### config.mk
export PLATFORM = sky130hd
export DESIGN_NAME = rc4_stream_cipher
export DESIGN_NICKNAME = d
export VERILOG_FILES = /design/src/rtl/core/rc4_pkg.sv /design/src/rtl/core/rc4_engine.sv /design/src/rtl/core/rc4_stream_cipher.sv
export SDC_FILE = /design/constraint.sdc
export NUM_CORES = 2
export LEC_CHECK = 0
export BUFFER_PORTS_ARGS = -buffer_cell sky130_fd_sc_hd__buf_4
export CAP_MARGIN = 20
export CORE_UTILIZATION = 41
export DETAILED_ROUTE_END_ITERATION = 16
export HOLD_SLACK_MARGIN = 0.03
export SYNTH_ARGS = -nofsm -noshare
export SYNTH_HDL_FRONTEND = slang
export SYNTH_SLANG_ARGS = --single-unit
### constraint.sdc
create_clock -name clk -period 6.23 [get_ports clk]
set_input_delay 0.3115 -clock clk [delete_from_list [all_inputs] [get_ports clk]]
set_output_delay 0.3115 -clock clk [all_outputs]
set_load 0.1 [all_outputs]
### src/rtl/core/rc4_pkg.sv
// Shared types and constants for the RC4 stream cipher engine.
// No dependencies; used by rc4_engine and rc4_stream_cipher.
package rc4_pkg;

    localparam int KEY_BYTES_DEF = 16;
    localparam int KEY_REG_W     = 64;
    localparam int KEY_W         = 2 * KEY_REG_W;
    localparam int CFG_IDX_W     = 1;
    localparam int BYTE_W        = 8;

    // Operation codes carried by a request
    localparam logic OP_SCHEDULE = 1'b0;
    localparam logic OP_DATA     = 1'b1;

    // Configuration register indexes
    localparam logic [CFG_IDX_W-1:0] REG_KEY_LOW  = 1'b0;
    localparam logic [CFG_IDX_W-1:0] REG_KEY_HIGH = 1'b1;

    // Control from the top level to the engine
    typedef struct packed {
        logic start;
        logic schedule;
    } rc4_ctrl_t;

    // Status from the engine back to the top level
    typedef struct packed {
        logic              busy;
        logic              done;
        logic [BYTE_W-1:0] keystream;
    } rc4_stat_t;

endpackage

### src/rtl/core/rc4_engine.sv
// RC4 permutation memory with the key schedule and keystream sequencer.
// Depends on rc4_pkg.
module rc4_engine #(
    parameter int KEY_BYTES = rc4_pkg::KEY_BYTES_DEF
) (
    input  logic                       clk,
    input  logic                       rst_n,
    input  logic [rc4_pkg::KEY_W-1:0]  key,
    input  rc4_pkg::rc4_ctrl_t         ctrl,
    output rc4_pkg::rc4_stat_t         stat
);

    localparam int KIDX_W = (KEY_BYTES > 1) ? $clog2(KEY_BYTES) : 1;
    localparam logic [KIDX_W-1:0] KIDX_LAST = KIDX_W'(KEY_BYTES - 1);

    localparam logic [3:0] S_IDLE = 4'd0;
    localparam logic [3:0] S_FILL = 4'd1;
    localparam logic [3:0] S_K_RN = 4'd2;
    localparam logic [3:0] S_K_SN = 4'd3;
    localparam logic [3:0] S_K_SJ = 4'd4;
    localparam logic [3:0] S_K_WJ = 4'd5;
    localparam logic [3:0] S_D_SI = 4'd6;
    localparam logic [3:0] S_D_SJ = 4'd7;
    localparam logic [3:0] S_D_WJ = 4'd8;
    localparam logic [3:0] S_D_RT = 4'd9;
    localparam logic [3:0] S_D_KS = 4'd10;

    logic [3:0]        state_reg, state_next;
    logic [7:0]        n_reg, n_next;
    logic [KIDX_W-1:0] kidx_reg, kidx_next;
    logic [7:0]        i_reg, i_next;
    logic [7:0]        j_reg, j_next;
    logic [7:0]        si_reg, si_next;
    logic [7:0]        sj_reg, sj_next;
    logic [7:0]        ks_reg, ks_next;
    logic              keyed_reg, keyed_next;
    logic              done_reg, done_next;

    logic [7:0]        mem [256];
    logic [7:0]        rdata_reg;
    logic [7:0]        raddr;
    logic [7:0]        waddr;
    logic [7:0]        wdata;
    logic              we;
    logic [3:0]        kbyte;
    logic [7:0]        key_byte;

    // Select the key byte for the current schedule step
    assign kbyte    = 4'(kidx_reg);
    assign key_byte = key[{kbyte, 3'b000} +: 8];

    // Permutation memory: one write and one registered read per cycle
    always_ff @(posedge clk)
    begin
        if (we)
        begin
            mem[waddr] <= wdata;
        end
        rdata_reg <= mem[raddr];
    end

    // Sequencer
    always_comb
    begin
        state_next = state_reg;
        n_next     = n_reg;
        kidx_next  = kidx_reg;
        i_next     = i_reg;
        j_next     = j_reg;
        si_next    = si_reg;
        sj_next    = sj_reg;
        ks_next    = ks_reg;
        keyed_next = keyed_reg;
        done_next  = 1'b0;
        raddr      = i_reg;
        we         = 1'b0;
        waddr      = n_reg;
        wdata      = n_reg;

        case (state_reg)
            S_IDLE:
            begin
                if (ctrl.start)
                begin
                    if (ctrl.schedule)
                    begin
                        n_next     = 8'd0;
                        kidx_next  = '0;
                        j_next     = 8'd0;
                        state_next = S_FILL;
                    end
                    else if (keyed_reg)
                    begin
                        i_next     = i_reg + 8'd1;
                        raddr      = i_reg + 8'd1;
                        state_next = S_D_SI;
                    end
                    else
                    begin
                        // Unkeyed: pass the byte through
                        ks_next   = 8'd0;
                        done_next = 1'b1;
                    end
                end
            end
            // Write the identity permutation
            S_FILL:
            begin
                we     = 1'b1;
                waddr  = n_reg;
                wdata  = n_reg;
                n_next = n_reg + 8'd1;
                if (n_reg == 8'hFF)
                begin
                    state_next = S_K_RN;
                end
            end
            S_K_RN:
            begin
                raddr      = n_reg;
                state_next = S_K_SN;
            end
            // Take S[n], step j and fetch S[j]
            S_K_SN:
            begin
                si_next    = rdata_reg;
                j_next     = j_reg + rdata_reg + key_byte;
                raddr      = j_reg + rdata_reg + key_byte;
                state_next = S_K_SJ;
            end
            S_K_SJ:
            begin
                we         = 1'b1;
                waddr      = n_reg;
                wdata      = rdata_reg;
                state_next = S_K_WJ;
            end
            S_K_WJ:
            begin
                we        = 1'b1;
                waddr     = j_reg;
                wdata     = si_reg;
                n_next    = n_reg + 8'd1;
                kidx_next = (kidx_reg == KIDX_LAST) ? '0 : kidx_reg + 1'b1;
                if (n_reg == 8'hFF)
                begin
                    i_next     = 8'd0;
                    j_next     = 8'd0;
                    keyed_next = 1'b1;
                    done_next  = 1'b1;
                    state_next = S_IDLE;
                end
                else
                begin
                    state_next = S_K_RN;
                end
            end
            // Keystream: take S[i], step j and fetch S[j]
            S_D_SI:
            begin
                si_next    = rdata_reg;
                j_next     = j_reg + rdata_reg;
                raddr      = j_reg + rdata_reg;
                state_next = S_D_SJ;
            end
            S_D_SJ:
            begin
                sj_next    = rdata_reg;
                we         = 1'b1;
                waddr      = i_reg;
                wdata      = rdata_reg;
                state_next = S_D_WJ;
            end
            S_D_WJ:
            begin
                we         = 1'b1;
                waddr      = j_reg;
                wdata      = si_reg;
                state_next = S_D_RT;
            end
            S_D_RT:
            begin
                raddr      = si_reg + sj_reg;
                state_next = S_D_KS;
            end
            S_D_KS:
            begin
                ks_next    = rdata_reg;
                done_next  = 1'b1;
                state_next = S_IDLE;
            end
            default:
            begin
                state_next = S_IDLE;
            end
        endcase
    end

    // Control registers
    always_ff @(posedge clk or negedge rst_n)
    begin
        if (!rst_n)
        begin
            state_reg <= S_IDLE;
            i_reg     <= 8'd0;
            j_reg     <= 8'd0;
            keyed_reg <= 1'b0;
            done_reg  <= 1'b0;
        end
        else
        begin
            state_reg <= state_next;
            i_reg     <= i_next;
            j_reg     <= j_next;
            keyed_reg <= keyed_next;
            done_reg  <= done_next;
        end
    end

    // Working registers
    always_ff @(posedge clk)
    begin
        n_reg    <= n_next;
        kidx_reg <= kidx_next;
        si_reg   <= si_next;
        sj_reg   <= sj_next;
        ks_reg   <= ks_next;
    end

    assign stat.busy      = (state_reg != S_IDLE) || done_reg;
    assign stat.done      = done_reg;
    assign stat.keystream = ks_reg;

    // Once keyed, stay keyed
    a_keyed_sticky: assert property (@(posedge clk) disable iff (!rst_n)
        keyed_reg |=> keyed_reg)
        else $error("keyed flag dropped");

    // Completion lasts one cycle
    a_done_pulse: assert property (@(posedge clk) disable iff (!rst_n)
        done_reg |=> !done_reg)
        else $error("done held for more than one cycle");

    // Requests arrive only when idle
    a_start_idle: assert property (@(posedge clk) disable iff (!rst_n)
        ctrl.start |-> (state_reg == S_IDLE) && !done_reg)
        else $error("request while engine busy");

    // The schedule leaves both indices cleared
    a_sched_idx: assert property (@(posedge clk) disable iff (!rst_n)
        (state_reg == S_K_WJ) && (n_reg == 8'hFF) |=> (i_reg == 8'd0) && (j_reg == 8'd0))
        else $error("indices not cleared after schedule");

endmodule

### src/rtl/core/rc4_stream_cipher.sv
// RC4 stream cipher, one direction: key registers, request capture, result register.
// Depends on rc4_pkg and rc4_engine.
//
//   channel  | handshake                 | payload
//   ---------+---------------------------+--------------------------------------
//   in       | in_valid / in_stall (out) | operation, data_in, end_of_message
//   out      | out_valid / out_stall (in)| data_out, end_of_message_res
//   config   | cfg_write                 | cfg_index, cfg_data
//
// A data request takes five memory steps per byte, on a memory with one read and
// one write port: read S[i], read S[j], write S[i], write S[j], read S[t]. An
// unkeyed request passes its byte through. A rekey fills the identity permutation,
// then mixes each entry n: read S[n], read S[j], write both back. Reset clears indices,
// keyed flag and key registers; the permutation is undefined until the first rekey. A
// stalled result waits in the output register while the next request is worked on.
module rc4_stream_cipher #(
    parameter int KEY_BYTES = rc4_pkg::KEY_BYTES_DEF
) (
    input  logic                            clk,
    input  logic                            rst_n,
    input  logic                            cfg_write,
    input  logic [rc4_pkg::CFG_IDX_W-1:0]   cfg_index,
    input  logic [rc4_pkg::KEY_REG_W-1:0]   cfg_data,
    input  logic                            in_valid,
    output logic                            in_stall,
    input  logic                            operation,
    input  logic [7:0]                      data_in,
    input  logic                            end_of_message,
    output logic                            out_valid,
    input  logic                            out_stall,
    output logic [7:0]                      data_out,
    output logic                            end_of_message_res
);

    logic [rc4_pkg::KEY_REG_W-1:0] key_low_reg;
    logic [rc4_pkg::KEY_REG_W-1:0] key_high_reg;
    logic                          op_reg;
    logic [7:0]                    data_reg;
    logic                          eom_reg;
    logic                          pend_reg;
    logic [7:0]                    pend_data_reg;
    logic                          out_valid_reg;
    logic [7:0]                    out_data_reg;
    logic                          out_eom_reg;
    logic                          accept;
    logic                          out_free;
    rc4_pkg::rc4_ctrl_t            ctrl;
    rc4_pkg::rc4_stat_t            stat;

    assign in_stall = stat.busy || pend_reg;
    assign accept   = in_valid && !in_stall;
    assign out_free = !out_valid_reg || !out_stall;

    assign ctrl.start    = accept;
    assign ctrl.schedule = (operation == rc4_pkg::OP_SCHEDULE);

    rc4_engine #(
        .KEY_BYTES (KEY_BYTES)
    ) u_engine (
        .clk   (clk),
        .rst_n (rst_n),
        .key   ({key_high_reg, key_low_reg}),
        .ctrl  (ctrl),
        .stat  (stat)
    );

    // Key registers
    always_ff @(posedge clk or negedge rst_n)
    begin
        if (!rst_n)
        begin
            key_low_reg  <= '0;
            key_high_reg <= '0;
        end
        else if (cfg_write)
        begin
            case (cfg_index)
                rc4_pkg::REG_KEY_LOW:  key_low_reg  <= cfg_data;
                rc4_pkg::REG_KEY_HIGH: key_high_reg <= cfg_data;
                default:               key_low_reg  <= key_low_reg;
            endcase
        end
    end

    // Capture the request payload
    always_ff @(posedge clk)
    begin
        if (accept)
        begin
            op_reg   <= operation;
            data_reg <= data_in;
            eom_reg  <= end_of_message;
        end
        if (stat.done)
        begin
            pend_data_reg <= data_reg ^ stat.keystream;
        end
        if (pend_reg && out_free)
        begin
            out_data_reg <= pend_data_reg;
            out_eom_reg  <= eom_reg;
        end
    end

    // Hold a finished result, then move it to the output register
    always_ff @(posedge clk or negedge rst_n)
    begin
        if (!rst_n)
        begin
            pend_reg      <= 1'b0;
            out_valid_reg <= 1'b0;
        end
        else
        begin
            if (stat.done && (op_reg == rc4_pkg::OP_DATA))
            begin
                pend_reg <= 1'b1;
            end
            else if (pend_reg && out_free)
            begin
                pend_reg <= 1'b0;
            end

            if (pend_reg && out_free)
            begin
                out_valid_reg <= 1'b1;
            end
            else if (out_valid_reg && !out_stall)
            begin
                out_valid_reg <= 1'b0;
            end
        end
    end

    assign out_valid          = out_valid_reg;
    assign data_out           = out_data_reg;
    assign end_of_message_res = out_eom_reg;

    // A finished data request always leaves a pending result
    a_done_pend: assert property (@(posedge clk) disable iff (!rst_n)
        stat.done && (op_reg == rc4_pkg::OP_DATA) |=> pend_reg)
        else $error("data result lost");

    // A rekey gives no result
    a_sched_silent: assert property (@(posedge clk) disable iff (!rst_n)
        stat.done && (op_reg == rc4_pkg::OP_SCHEDULE) && !pend_reg |=> !pend_reg)
        else $error("result raised for a rekey");

    // A pending result is not dropped while the output is blocked
    a_pend_hold: assert property (@(posedge clk) disable iff (!rst_n)
        pend_reg && out_valid_reg && out_stall |=> pend_reg)
        else $error("pending result dropped");

endmodule

Word-level counts from Yosys, hierarchy flattened --
Memory sizes are Yosys's and may differ from the RTL's. A register that Yosys moved wholly into a read port is not among the register bits. Cells that the tools add are included.
Operators by class: equality and inequality tests 19, add/subtract/negate cells 6, shifts and indexed selects 1, reductions and logical operators 32, bitwise operators 2, muxes and demuxes 38
Operators by type and width (count):
- $shiftx A128 B8 Y8 | 1
- $pmux W8 S2 | 5
- $mux W8 | 9
- $pmux W4 S10 | 1
- $pmux W8 S5 | 1
- $pmux W8 S4 | 1
- $mux W4 | 7
- $add A8 B8 Y8 | 3
- $add A8 B1 Y8 const B | 2
- $eq A4 B3 Y1 const B | 4
- $eq A4 B4 Y1 const B | 4
- $mux W1 | 11
- $reduce_bool A2 Y1 | 5
- $reduce_and A3 Y1 | 3
- $eq A4 B2 Y1 const B | 2
- $eq A8 B8 Y1 const B | 1
- $ne A2 B2 Y1 const B | 4
- $pmux W4 S2 | 1
- $reduce_and A2 Y1 | 4
- $reduce_and A4 Y1 | 2
- $reduce_bool A4 Y1 | 2
- $reduce_or A2 Y1 | 4
- $xor A8 B8 Y8 | 1
- $reduce_or A5 Y1 | 1
- 11 further kinds | 19
Word-level totals: bits of input ports 80, register bits after elaboration 215, memories 1, word-level logic and storage cells 119, memory bits (writable) 2048, output and inout bits 11
Memories:
- u_engine.mem | words 256, bits a word 8, read ports 1, clocked after memory_dff 1, write ports 1, line rc4_engine.sv:39 | logic [7:0] mem [256];

Logic depth before layout (Yosys ltp) --
depth after elaboration 7, mapped depth 23, depth with buffers taken out 17

By module --
From an unflattened synthesis, not the netlist that was laid out.
Unflattened totals: cells, all modules 5059, area total of the unflattened synthesis 91107.4 µm²
By module, submodules not included:
- rc4_engine | times used 1, cells each 4744, area an instance 85031.6 µm², sequential area each 63290.7 µm²
- rc4_stream_cipher | times used 1, cells each 315, area an instance 6075.8 µm², sequential area each 4063.9 µm²

Worst setup path after synthesis --
Ideal clock, no wire load.
path kind reg-to-reg, from reg u_engine.state_reg[3], to mem u_engine.mem[0][0], data pin, data required time 5.410 ns, stages on the path, launching flop included 11, slack 0.613 ns, clock period less this slack 5.617 ns, buffers on the path 4, data arrival time 4.797 ns, library setup time 0.820 ns, cells stage by stage dfrtp_1 > clkbuf_1 > buf_4 > nand2b_1 > mux2i_1 > nor2b_1 > clkbuf_1 > clkbuf_1 > nor2_1 > nand2_1 > nand2_1
On the way: cells in the longest elaborated chain, start to end 3, elaborated cells on any way between the ends 7, those cells by class 4 x eq/ne; 1 x mux; 2 x reduce/logical
RTL lines:
- start: declaration | line rc4_engine.sv:28 | logic [3:0] state_reg, state_next;
- start signal: assignment | line rc4_engine.sv:212 | state_reg <= state_next;
- $eq A4 B4 Y1 / $eq A4 B3 Y1 (equally long branches) | line rc4_engine.sv:80 | case (state_reg)
- $reduce_or A2 Y1 (no source line)
- $pmux W8 S2 * | line rc4_engine.sv:80
- named net u_engine.wdata[0] | line rc4_engine.sv:43 | logic [7:0] wdata;
- end: declaration | line rc4_engine.sv:39
Mark *: on every way through the listed nets, which the timed path passes. The rest lies on a longest branch.

Final worst setup path --
from reg u_engine.kidx_reg[0] (netlist: u_engine.kbyte[0]), to reg u_engine.rdata_reg[2], read port of u_engine.mem
On the way: cells in the longest elaborated chain, start to end 3
RTL lines:
- start: declaration | line rc4_engine.sv:30 | logic [KIDX_W-1:0] kidx_reg, kidx_next;
- start signal: assignment | line rc4_engine.sv:224 | kidx_reg <= kidx_next;
- $shiftx A128 B8 Y8 | line rc4_engine.sv:50 | assign key_byte = key[{kbyte, 3'b000} +: 8];
- $add A8 B8 Y8 | line rc4_engine.sv:128 | raddr = j_reg + rdata_reg + key_byte;
- $pmux W8 S5 | line rc4_engine.sv:80
- end: declaration | line rc4_engine.sv:40 | logic [7:0] rdata_reg;
No other way between the ends. A chain may end at the register's enable or synchronous reset.

==> flow_summary.toml <==
[status]
status = "completed"

[worst_setup_path]
rr_worst_depth = 17
startpoint_type = "register"
r2r_setup_slack_ns = 0.09
worstPathRequired_ns = 7.00
cp.arrival_ns = 6.91
cp_max_fo = 33
endpoint_kind = "register"
path_class = "reg -> reg"

[sta]
worstMarginPinSlew_ns = 1.16
rsz0062_at_grt = "true"
finalHoldViolations = 0
slew_headroom = 0.218
period_share = 0.986
fmax_mhz = 163
drv_slew = 0
skew_ns = 0.0649
finalCriticalPeriod_ns = 6.14
final.setup.tns_ns = 0
setup_viol = 0

[clocking]
cts_tree = "done"
clock_latency_ns = 0.89
htreeDepth = 4
clkTransAtPathRegs_ns = 0.06
cts_root_buf = "clkbuf_16"
cts_sinks = 2271
cts_buffer_depth = 3
cts_made_buffers = 228

[global_routing]
grt_pass1_wl_um = 407000
antenna_found_initial = 5
grt_max_degree = 115
gr-total-overflow = 0
grtUsageTotal = 0.238
grt_pass1_vias = 58700

[routing]
via_count = 62000
drc_errors = 0
ant_nets = 0
drt_iter0_drc = 8395
routedWlPerCell_um = 26.5
post_drt_via_cell_ratio = 5.90
drt-total-wl_um = 279000
dr.pass1.iters = 5

[layout]
layout-drive-gt1-share = 0.143
fin_nets = 7433
largest_register_ffs = 2048
final_cells = 10500
fin_util = 0.479
fillers = 19500
syn_to_final_growth_pct = 15.7

[synth]
synth_cell_types = 88
synth_area_mm2 = 0.0935
yosysTopAreaCell = "edfxtp_1"
ys_ff_latch = 2271
yosysMostFrequentCell = "edfxtp_1"
ys_seq_area_frac = 0.720
async_reset_ff_frac = 0.0669
synth_top_area_share = 0.678
netlist_instances = 7020
synth-edff-count = 2111
yosys_most_used_dff = "edfxtp_1"
synthTopCellsByArea = "edfxtp_1, nand2_1, dfrtp_1, nand3_1, a311oi_1"
ys.warnings.count = 0
avgSynthCellArea_um2 = 13.3
syn_nets = 7127
synth_commonest_cells = "edfxtp_1, nand2_1, nand3_1"

[power_and_ir_drop]
pwr_density_cell_mw_per_mm2 = 286
vdd_drop_max_v = 0.000290
p_leak_uw = 0.0355
total_power_uw = 30900

[run]
drv_cap = 0

[floorplan]
initial_utilization = 0.414
io_pins = 91
fp-row-count = 174
dieArea_mm2 = 0.230
core_mm2 = 0.226
die_h_um = 480
die_w_um = 480

[worst_hold_path]
hold-path-cell-count = 2
min_path_type = "in -> reg"

[placement]
placed_cells = 10000
port_buffers = 90
routabilityCongestion = 0.935
dp.final_hpwl_um = 172000
==> metal layers <==
metal,share of wire,vias up,track usage
met5,0,-,0
met4,0.032,0,0.0752
met3,0.092,480,0.0402
met2,0.46,3048,0.368
met1,0.42,31300,0.342
li1,-,27100,-
==> report_power, final <==
| group | total, uW | switching [uW] | internal, uW |
|---|---|---|---|
| combinational | 389 | 139 | 250 |
| clock | 13900 | 5960 | 7960 |
| sequential | 16600 | 74.6 | 16500 |
==> worst paths after layout <==
path                                    endpoint              start
setup / recovery           u_engine.rdata_reg[2]  u_engine.kbyte[0]
hold / removal                           eom_reg     end_of_message
setup reg to reg           u_engine.rdata_reg[2]  u_engine.kbyte[0]
hold reg to reg                      data_out[6]   pend_data_reg[6]
max in group asynchronous       key_high_reg[17]              rst_n
min in group asynchronous       key_high_reg[38]              rst_n
==> logic make-up (layout without fill, tap and decap cells) <==
| group | Yosys count | after routing | share of synthesized area |
|---|---|---|---|
| flip-flops | 2271 | 2271 | 0.720 |
| AO/OA/AOI/OAI | 930 | 930 | 0.0757 |
| adder cells (fa/ha/maj) | 27 | 27 | 0.00385 |
| buffers and inverters | 533 | 1034 | 0.0256 |
| multiplexers | 198 | 198 | 0.0304 |
| XOR/XNOR | 29 | 29 | 0.00286 |
| AND/OR/NAND/NOR | 3032 | 3032 | 0.141 |
| other | 0 | 2 | 0 |
==> worst max-delay path: stages, from the launching register on <==
cell and delay [ns]:
edfxtp_1 0.37, buf_12 0.22, mux4_2 0.56, mux4_2 0.49, ha_1 0.35, or2_2 0.33
a21oi_1 0.17, nor3_1 0.10, nor4_1 0.70, a211o_4 0.33, buf_4 0.44, a311oi_1 0.14
a31oi_1 0.48, o22ai_1 0.19, nor4_1 0.63, buf_4 0.23, nand2_1 0.06, and4b_1 0.18
==> cell usage in the layout, fill, tap and decap left out, types with 15 or more instances in the layout <==
cell           synthesis  routed
a31oi_1              139     138
nor2_1               317     317
ha_1                  24      24
clkinv_1               1      57
and3_1               244     244
mux4_2                56      56
bufinv_16              0      27
and2_1                18      15
clkbuf_1             222      43
o22ai_1               24      24
nor4_1                16      15
nand2_1             1706    1694
o21ai_0               50      50
a311oi_1             327     325
a21oi_1               61      60
clkbuf_16              0     230
buf_4                 25     436
dlygate4sd3_1          0      77
inv_1                 19      19
a211oi_1             200     200
mux2_2               129     129
buf_12                 0      65
dfrtp_1              152     152
xor2_1                15      15
nand3_1              582     581
nor3_1                76      76
clkinv_2               0      37
edfxtp_1            2111    2111
==> layout make-up <==
cell class / instances / area, um2 / share of cell area
Timing Repair Buffer: 589 / 5460 / 0.0505
Inverter: 20 / 75.1 / 0.000694
Clock inverter: 147 / 1610 / 0.0149
Tap cell: 2992 / 3740 / 0.0346
Sequential cell: 2271 / 67400 / 0.623
Clock buffer: 278 / 5990 / 0.0553
Multi-Input combinational cell: 4216 / 24000 / 0.221
Antenna cell: 2 / 5.00 / 0.0000463
==> per-stage QoR <==
step	hold WS, ns	area, um2	worst slack [ns]
after floorplan	0.0159	93500	0.613
after global placement	0.369	99700	-0.112
after detailed placement	0.382	99700	0.195
after CTS	0.0867	108000	0.171
after global routing	0.134	108000	-0.00514
final	0.152	108000	0.0884
==> what timing repair did <==
action	4_1_cts	5_1_grt
endpoints found under the hold margin	227	0
hold buffers	78	0
buffers inserted	0	0
endpoints found under the setup margin	0	5
resized for setup	0	4
Power figures use the tool's default switching activity.
